`config.mk`:
```
export PLATFORM = sky130hd
export DESIGN_NAME = dpq_div
export DESIGN_NICKNAME = d
export VERILOG_FILES = /design/src/rtl/dpq_pkg.sv /design/src/rtl/dpq_div.sv
export SDC_FILE = /design/constraint.sdc
export NUM_CORES = 1
export LEC_CHECK = 0
export BUFFER_PORTS_ARGS = -buffer_cell sky130_fd_sc_hd__buf_2
export CORE_AREA = 2 2 144 160
export DETAILED_ROUTE_END_ITERATION = 12
export DIE_AREA = 0 0 146 162
export PLACE_DENSITY = 0.82
export SETUP_SLACK_MARGIN = 0.5
export SLEW_MARGIN = 0
export SYNTH_ARGS = -nofsm -noshare
export SYNTH_HDL_FRONTEND = slang
export SYNTH_SLANG_ARGS = --single-unit
```
`constraint.sdc`:
```
create_clock -name clock -period 7 [get_ports clock]
set_input_delay 1.05 -clock clock [delete_from_list [all_inputs] [get_ports clock]]
set_output_delay 1.05 -clock clock [all_outputs]
set_load 0.02 [all_outputs]
```
`src/rtl/dpq_pkg.sv`:
```
`default_nettype none
package dpq_pkg;

   // operation codes on the request channel
   typedef enum logic [1:0] {
      OP_START      = 2'd0,
      OP_APPEND     = 2'd1,
      OP_QUERY_POP  = 2'd2,
      OP_QUERY_GRAD = 2'd3
   } op_type;

   // response status codes
   typedef enum logic [1:0] {
      ST_OK    = 2'd0,
      ST_FULL  = 2'd1,
      ST_ORDER = 2'd2
   } status_type;

   // one stored event: time, popularity Q16.16, gradient Q8.48
   typedef struct packed {
      logic [31:0] etime;
      logic [31:0] pop;
      logic [55:0] grad;
   } ev_type;

   localparam int          DIV_W      = 80;
   localparam int          DIVS_W     = 64;
   localparam logic [6:0]  DIV_STEPS  = 7'd80;
   localparam logic [31:0] ONE_Q31    = 32'h8000_0000;
   localparam logic [31:0] E1_Q31     = 32'd790015085;
   localparam logic [55:0] POP_ONE    = 56'd65536;
   localparam logic [55:0] MAX56      = {56{1'b1}};
   localparam logic [3:0]  TAYLOR_END = 4'd13;

   // ceil(2^36 / n): exact reciprocal for dividing a 32-bit value by n
   function automatic logic [35:0] recip(input logic [3:0] n);
      logic [35:0] m;
      m = 36'd0;
      case (n)
         4'd2:    m = 36'd34359738368;
         4'd3:    m = 36'd22906492246;
         4'd4:    m = 36'd17179869184;
         4'd5:    m = 36'd13743895348;
         4'd6:    m = 36'd11453246123;
         4'd7:    m = 36'd9817068106;
         4'd8:    m = 36'd8589934592;
         4'd9:    m = 36'd7635497416;
         4'd10:   m = 36'd6871947674;
         4'd11:   m = 36'd6247225158;
         4'd12:   m = 36'd5726623062;
         4'd13:   m = 36'd5286113596;
         default: m = 36'd0;
      endcase
      return m;
   endfunction

endpackage
`default_nettype wire

```
`src/rtl/dpq_div.sv`:
```
`default_nettype none
module dpq_div (
   input  wire logic                       clock,
   input  wire logic                       reset,
   input  wire logic                       start,
   input  wire logic [dpq_pkg::DIV_W-1:0]  dividend,
   input  wire logic [dpq_pkg::DIVS_W-1:0] divisor,
   output logic                            done,
   output logic [dpq_pkg::DIV_W-1:0]       quotient
);

   logic [dpq_pkg::DIV_W-1:0]  quo_ff, quo_in;
   logic [dpq_pkg::DIVS_W-1:0] rem_ff, rem_in;
   logic [dpq_pkg::DIVS_W-1:0] den_ff, den_in;
   logic [6:0]                 cnt_ff, cnt_in;
   logic                       busy_ff, busy_in;
   logic                       done_ff, done_in;
   logic [dpq_pkg::DIVS_W:0]   rem_sh;
   logic [dpq_pkg::DIVS_W:0]   rem_sub;
   logic                       fits;

   // one restoring step: shift in the next dividend bit, subtract if it fits
   assign rem_sh  = {rem_ff, quo_ff[dpq_pkg::DIV_W-1]};
   assign rem_sub = rem_sh - {1'b0, den_ff};
   assign fits    = rem_sh >= {1'b0, den_ff};

   always_comb begin
      quo_in  = quo_ff;
      rem_in  = rem_ff;
      den_in  = den_ff;
      cnt_in  = cnt_ff;
      busy_in = busy_ff;
      done_in = done_ff;
      if (start) begin
         quo_in  = dividend;
         rem_in  = '0;
         den_in  = divisor;
         cnt_in  = dpq_pkg::DIV_STEPS;
         busy_in = 1'b1;
         done_in = 1'b0;
      end else if (busy_ff) begin
         quo_in = {quo_ff[dpq_pkg::DIV_W-2:0], fits};
         rem_in = fits ? rem_sub[dpq_pkg::DIVS_W-1:0] : rem_sh[dpq_pkg::DIVS_W-1:0];
         cnt_in = cnt_ff - 7'd1;
         if (cnt_ff == 7'd1) begin
            busy_in = 1'b0;
            done_in = 1'b1;
         end
      end
   end

   always_ff @(posedge clock) begin
      quo_ff <= quo_in;
      rem_ff <= rem_in;
      den_ff <= den_in;
      cnt_ff <= cnt_in;
      if (reset) begin
         busy_ff <= 1'b0;
         done_ff <= 1'b0;
      end else begin
         busy_ff <= busy_in;
         done_ff <= done_in;
      end
   end

   assign done     = done_ff;
   assign quotient = quo_ff;

endmodule
`default_nettype wire

```
==> out/qor.yml, run 1 <==
finalNonFillerCells: 1795
vias: 10600
dieArea_mm2: 0.0237
synthArstFlopShare_pct: 0
crit_type: "flop to flop"
synthTopCellsByCount: "146 x nor2_1, 144 x edfxtp_1, 110 x a21oi_1"
synth_ff_type: "edfxtp_1"
synth_fp_nets: 1514
antenna_found_initial: 4
ys_seq_elements: 217
synth_edf_count: 144
dpl.hpwl_mm: 23.8
slew_headroom_pct: 27.0
r2r_start: "rem_ff[13]"
synth_area_mm2: 0.0127
synth_cell_types: 66
cts.clk_slew.worst_paths_ps: 60
cp.required_ps: 7360
finalMaxSlewViolations: 0
setup_viol: 0
hold_depth: 2
min_from: "rem_ff[47]"
switching_share_pct: 30.9
start_util_pct: 57.9
combPwrFrac_pct: 26.1
netlist_instances: 1300
placedInstanceArea_mm2: 0.0140
outcome: "finished clean"
core_mm2: 0.0220
post_cts_buffers: 0
avgSynthCellArea_um2: 9.79
crit_path_cell_trace: "ha_1 -> a21oi_1 -> o21ai_0 -> a21oi_1 -> nor2_1 -> o41ai_1 -> a311oi_2 -> nor2_4 -> buf_4 -> nor2_1 -> a21oi_1 -> a211oi_1"
yosys.area.top_type: "edfxtp_1"
htree_levels: 1
final_antenna_net_count: 0
yosysTopAreaCellShare_pct: 34.0
fp.dieH_um: 162
yosys-top-cells-area: "edfxtp_1 34%, dfxtp_1 11%, mux2_2 7.3%"
fin_setup_tns_ps: 0
hold_viol: 0
crit_buf_inv: 1
grt_max_degree: 78
path_delay_family: "compound AO/OA/AOI/OAI gates"
port_buffers: 227
p_int_mw: 2.69
rows: 57
ir_worst_vdd_mv: 0.194
cpMostUsedCell: "a21oi_1"
final_area_mm2: 0.0148
drv_cap: 0
rsz0062_at_grt: "no"
hp-class: "flop to flop"
rr_worst_depth: 12
nets: 1696
synth-seq-area-share_pct: 45.5
gp_congestion: 0.968
clk_latency_ps: 520
post_cts_resized: 0
drt_iter0_markers: 787
grt_pass1_wl_mm: 51.7
fin_util_pct: 67.3
drc_errors: 0
ios: 228
postCtsHoldBufs: 0
post-place-ws_ps: 2820
p_sw_mw: 1.20
die_x_um: 146
post-route-min-period_ps: 4210
numCtsBuffers: 24
pwr-share-seq_pct: 40.8
start_kind: "flop"
crit_arrival_ps: 4570
dp.cells: 1751
fmax_ghz: 0.237
hold_slack_ps: 502
clock-sinks: 217
powerDensity_mw_per_mm2: 263
grt_overflow: 0
cp_slowest_stage_delay_ps: 870
synth-warning-count: 0
worst-path-max-fanout: 47
synth.most_common_cell: "nor2_1"
grt_pass1_vias: 10400
viasPerCell: 5.88
crit_start: "rem_ff[13]"
power.share.clock_pct: 33.1
tightest_slew_ps: 1090
tritoncts: "yes"
areaGrowthSynthToFinish_pct: 16.2
fin_worst_skew_ps: 10.4
cp.depth: 12
grt.total_usage_pct: 26.7
cts.path.max_buffers: 3
final.setup.worst_slack_ps: 2790
cp-end-kind: "flop"
period_share_pct: 60.2
drive_gt1_share_pct: 24.2
wl_mm: 32.5
wl_per_cell_um: 18.1
slowest_stage: "nor2_4"
cts-root-buf: "clkbuf_16"
diodes: 0
dr.pass1.iters: 5
leakage_nw: 6.24
finalPower_mw: 3.89
-- power groups by stage --
| stage | Sequential [mW] | Combinational [mW] | Clock [mW] |
|---|---|---|---|
| after detailed placement | 1.61 | 0.996 | 0 |
| after global routing | 1.60 | 1.11 | 1.35 |
| after CTS | 1.58 | 1.00 | 1.31 |
| after floorplan | 1.65 | 0.683 | 0 |
| after global placement | 1.60 | 0.975 | 0 |
| final | 1.58 | 1.01 | 1.29 |
-- cell type report --
cell class / count / area, µm²
tap: 295 / 369
clock buffer: 33 / 676
timing repair buffer: 233 / 1190
inverter: 80 / 300
fill: 1760 / 7180
multi-input combinational: 926 / 6330
clock inverter: 11 / 131
sequential: 217 / 5790
-- state kept, by name (all words and copies together), names as in the netlist --
register  flops
done          1
quotient     80
cnt_ff        7
busy_ff       1
den_ff       64
rem_ff       64
-- routing by layer --
metal  part of all wire [%]  up-vias  GRT usage (%)
met2                     49      438           47.4
met3                    7.6       94           6.38
li1                       -     5119              -
met5                  0.099        -              0
met4                    2.8        6           7.77
met1                     40     4903           32.4
-- cells by family (layout without fill, tap and decap cells) --
| group | count (synthesis) | after routing | synth area share [%] |
|---|---|---|---|
| adder cells (fa/ha/maj) | 67 | 67 | 6.65 |
| XOR/XNOR | 57 | 57 | 3.92 |
| multiplexers | 100 | 100 | 8.68 |
| AND/OR/NAND/NOR | 354 | 354 | 12.5 |
| flip-flops | 217 | 217 | 45.5 |
| AO/OA/AOI/OAI | 348 | 348 | 17.9 |
| buffers and inverters | 157 | 357 | 4.83 |
-- placed cells by master, fill, tap and decap left out, types with 11 or more instances in the layout --
master / count
a21o_1: 21
ha_1: 66
mux2i_1: 17
nand4_1: 24
mux2_2: 83
clkbuf_16: 25
buf_2: 226
nor3_1: 18
edfxtp_1: 144
a31oi_1: 17
nand2b_1: 11
o21ai_0: 58
o21a_1: 11
a211oi_1: 50
xor2_1: 25
o21bai_1: 13
inv_1: 79
nor2_1: 145
a21oi_1: 110
nand3_1: 16
xnor2_1: 32
nand2_1: 94
dfxtp_1: 72
-- worst register-to-register path, stage by stage, from the launching register on --
cell and delay, ps:
dfxtp_1 330, ha_1 380, a21oi_1 350, o21ai_0 170, a21oi_1 150, nor2_1 80, o41ai_1 560, a311oi_2 230
nor2_4 870, buf_4 510, nor2_1 140, a21oi_1 190, a211oi_1 100
-- final timing paths --
kind | slack, ps | endpoint
setup / recovery | 2790 | rem_ff[13]
hold / removal | 500 | rem_ff[48]
setup reg to reg | 2790 | rem_ff[13]
hold reg to reg | 500 | rem_ff[48]
(Power assumes the default switching activity.)
==> inputs of run 2 (changes only) <==
CORE_AREA = 2 2 146 162   (was 2 2 144 160)
DIE_AREA = 0 0 148 164   (was 0 0 146 162)
PLACE_DENSITY = 0.8   (was 0.82)
clock period = 3.9 ns   (was 7 ns; I/O delays follow)
==> out/qor.yml, run 2 (same netlist as run 1, synthesis figures left out) <==
outcome: "finished clean"
grt.total_usage_pct: 26.3  # -0.35 points
antenna_found_initial: 8  # +4
dpl.hpwl_mm: 24.3  # +2.1%
cp.required_ps: 4290  # -3070 ps
tightest_slew_ps: 1010  # -83.7 ps
wl_mm: 33.2  # +2.3%
vias: 10600  # +0.78%
clk_latency_ps: 530  # about the same
final_antenna_net_count: 0  # unchanged
nets: 1707  # +0.65%
post-route-min-period_ps: 3340  # -870 ps
grt_max_degree: 81  # +3.8%
hold_viol: 0  # unchanged
drc_errors: 0  # unchanged
post-place-ws_ps: 339  # -2480 ps
slew_headroom_pct: 32.8  # +5.8 points
worst-path-max-fanout: 7  # -85%
finalPower_mw: 7.06  # +82%
dr.pass1.iters: 5  # unchanged
core_mm2: 0.0226  # +3.1%
start_kind: "flop"
areaGrowthSynthToFinish_pct: 18.4
wl_per_cell_um: 18.3  # +1.3%
largest_reg_flops: 80  # unchanged
rows: 58  # +1.8%
placedInstanceArea_mm2: 0.0141  # +0.77%
cp-end-kind: "flop"
crit_arrival_ps: 3740  # -830 ps
final.setup.worst_slack_ps: 556  # -2230 ps
setup_viol: 0  # unchanged
cts.clk_slew.worst_paths_ps: 70  # about the same
htree_levels: 1  # unchanged
fmax_ghz: 0.299  # +26%
numCtsBuffers: 24  # unchanged
hold_slack_ps: 217  # -285 ps
dieArea_mm2: 0.0243  # +2.6%
fp.dieH_um: 164  # +1.2%
final_area_mm2: 0.0151  # +1.9%
cts.path.max_buffers: 3  # unchanged
fin_setup_tns_ps: 0  # unchanged
cts-root-buf: "clkbuf_16"
rsz0062_at_grt: "yes"
drv_cap: 0  # unchanged
ios: 228  # unchanged
die_x_um: 148  # +1.4%
hp-class: "primary input to flop"
period_share_pct: 85.7  # +26 points
leakage_nw: 6.35  # +1.7%
crit_type: "flop to flop"
port_buffers: 227  # unchanged
layout_common_cells: "226 x buf_2, 145 x nor2_1, 144 x edfxtp_1"
fin_worst_skew_ps: 16.1  # +5.67 ps
gp_congestion: 0.940  # -2.9%
grt_overflow: 0  # unchanged
ir_worst_vdd_mv: 0.359  # +85%
drive_gt1_share_pct: 26.7  # +2.5 points
powerDensity_mw_per_mm2: 469  # +78%
tritoncts: "yes"
clock-sinks: 217  # unchanged
drt_iter0_markers: 636  # -19%
viasPerCell: 5.87  # -0.28%
finalMaxSlewViolations: 0  # unchanged
final_common_cell: "buf_2"
start_util_pct: 56.2  # -1.7 points
grt_pass1_wl_mm: 51.7  # about the same
grt_pass1_vias: 10400  # -0.33%
-- run 2: cell count changes in the layout (fill, tap and decap cells not counted), sizes merged --
cell / delta
buf: +11
bufinv: -2
clkinvlp: -1
diode: +3
inv: +3
-- run 2: cell type report --
cell class / instances / area (µm²)
Fill cell: 1850 / 7580
Multi-Input combinational cell: 926 / 6470
Sequential cell: 217 / 5790
Timing Repair Buffer: 244 / 1310
Clock buffer: 33 / 717
Tap cell: 300 / 375
Inverter: 80 / 302
Clock inverter: 11 / 98.8
Antenna cell: 3 / 7.51
-- run 2: final timing paths --
path | startpoint | end | slack [ps] | cells after the start
max | den_ff[22] | rem_ff[31] | 560 | 11
min | reset | busy_ff | 220 | 2
max reg2reg | den_ff[22] | rem_ff[31] | 560 | 11
min reg2reg | rem_ff[1] | rem_ff[1] | 500 | 2
-- run 2: what timing repair did --
action / CTS / global route
resized for setup: 5 / 23
buffers inserted: 1 / 0
hold endpoints to repair: 0 / 0
endpoints found under the setup margin: 12 / 57
pin swaps: 2 / 7
hold buffers: 0 / 0
cloned: 0 / 0
-- run 2: critical path, stage by stage, from the launching register on --
cell and delay [ps]:
edfxtp_1 330, inv_1 50, ha_1 370, a21oi_1 310, o21ai_0 170, or2_2 330
o21ai_1 400, o21ai_1 240, a221o_1 330, a21oi_1 210, xor2_1 290, o221ai_1 170
-- run 2: power by group --
| part | switching (mW) | internal [mW] | leakage (nW) |
|---|---|---|---|
| clock | 0.963 | 1.37 | 0.409 |
| combinational | 1.14 | 0.753 | 3.90 |
| sequential | 0.142 | 2.70 | 2.03 |
| total | 2.24 | 4.82 | 6.35 |
-- run 2: through the flow --
stage          utilization, %  cells
2_1_floorplan               -   1300
3_3_place_gp             62.2   1766
3_5_place_dp             62.2   1766
4_1_cts                  65.9   1811
5_1_grt                  66.5   1814
6_report                 66.5   1814
-- run 2: per-layer routing --
metal  vias up  track usage (%)  share of wire (%)
met5         -                0               0.12
met4         6             10.6                3.9
met3        86             5.94                7.4
met2       404             44.9                 48
met1      4996             32.4                 41
li1       5150                -                  -
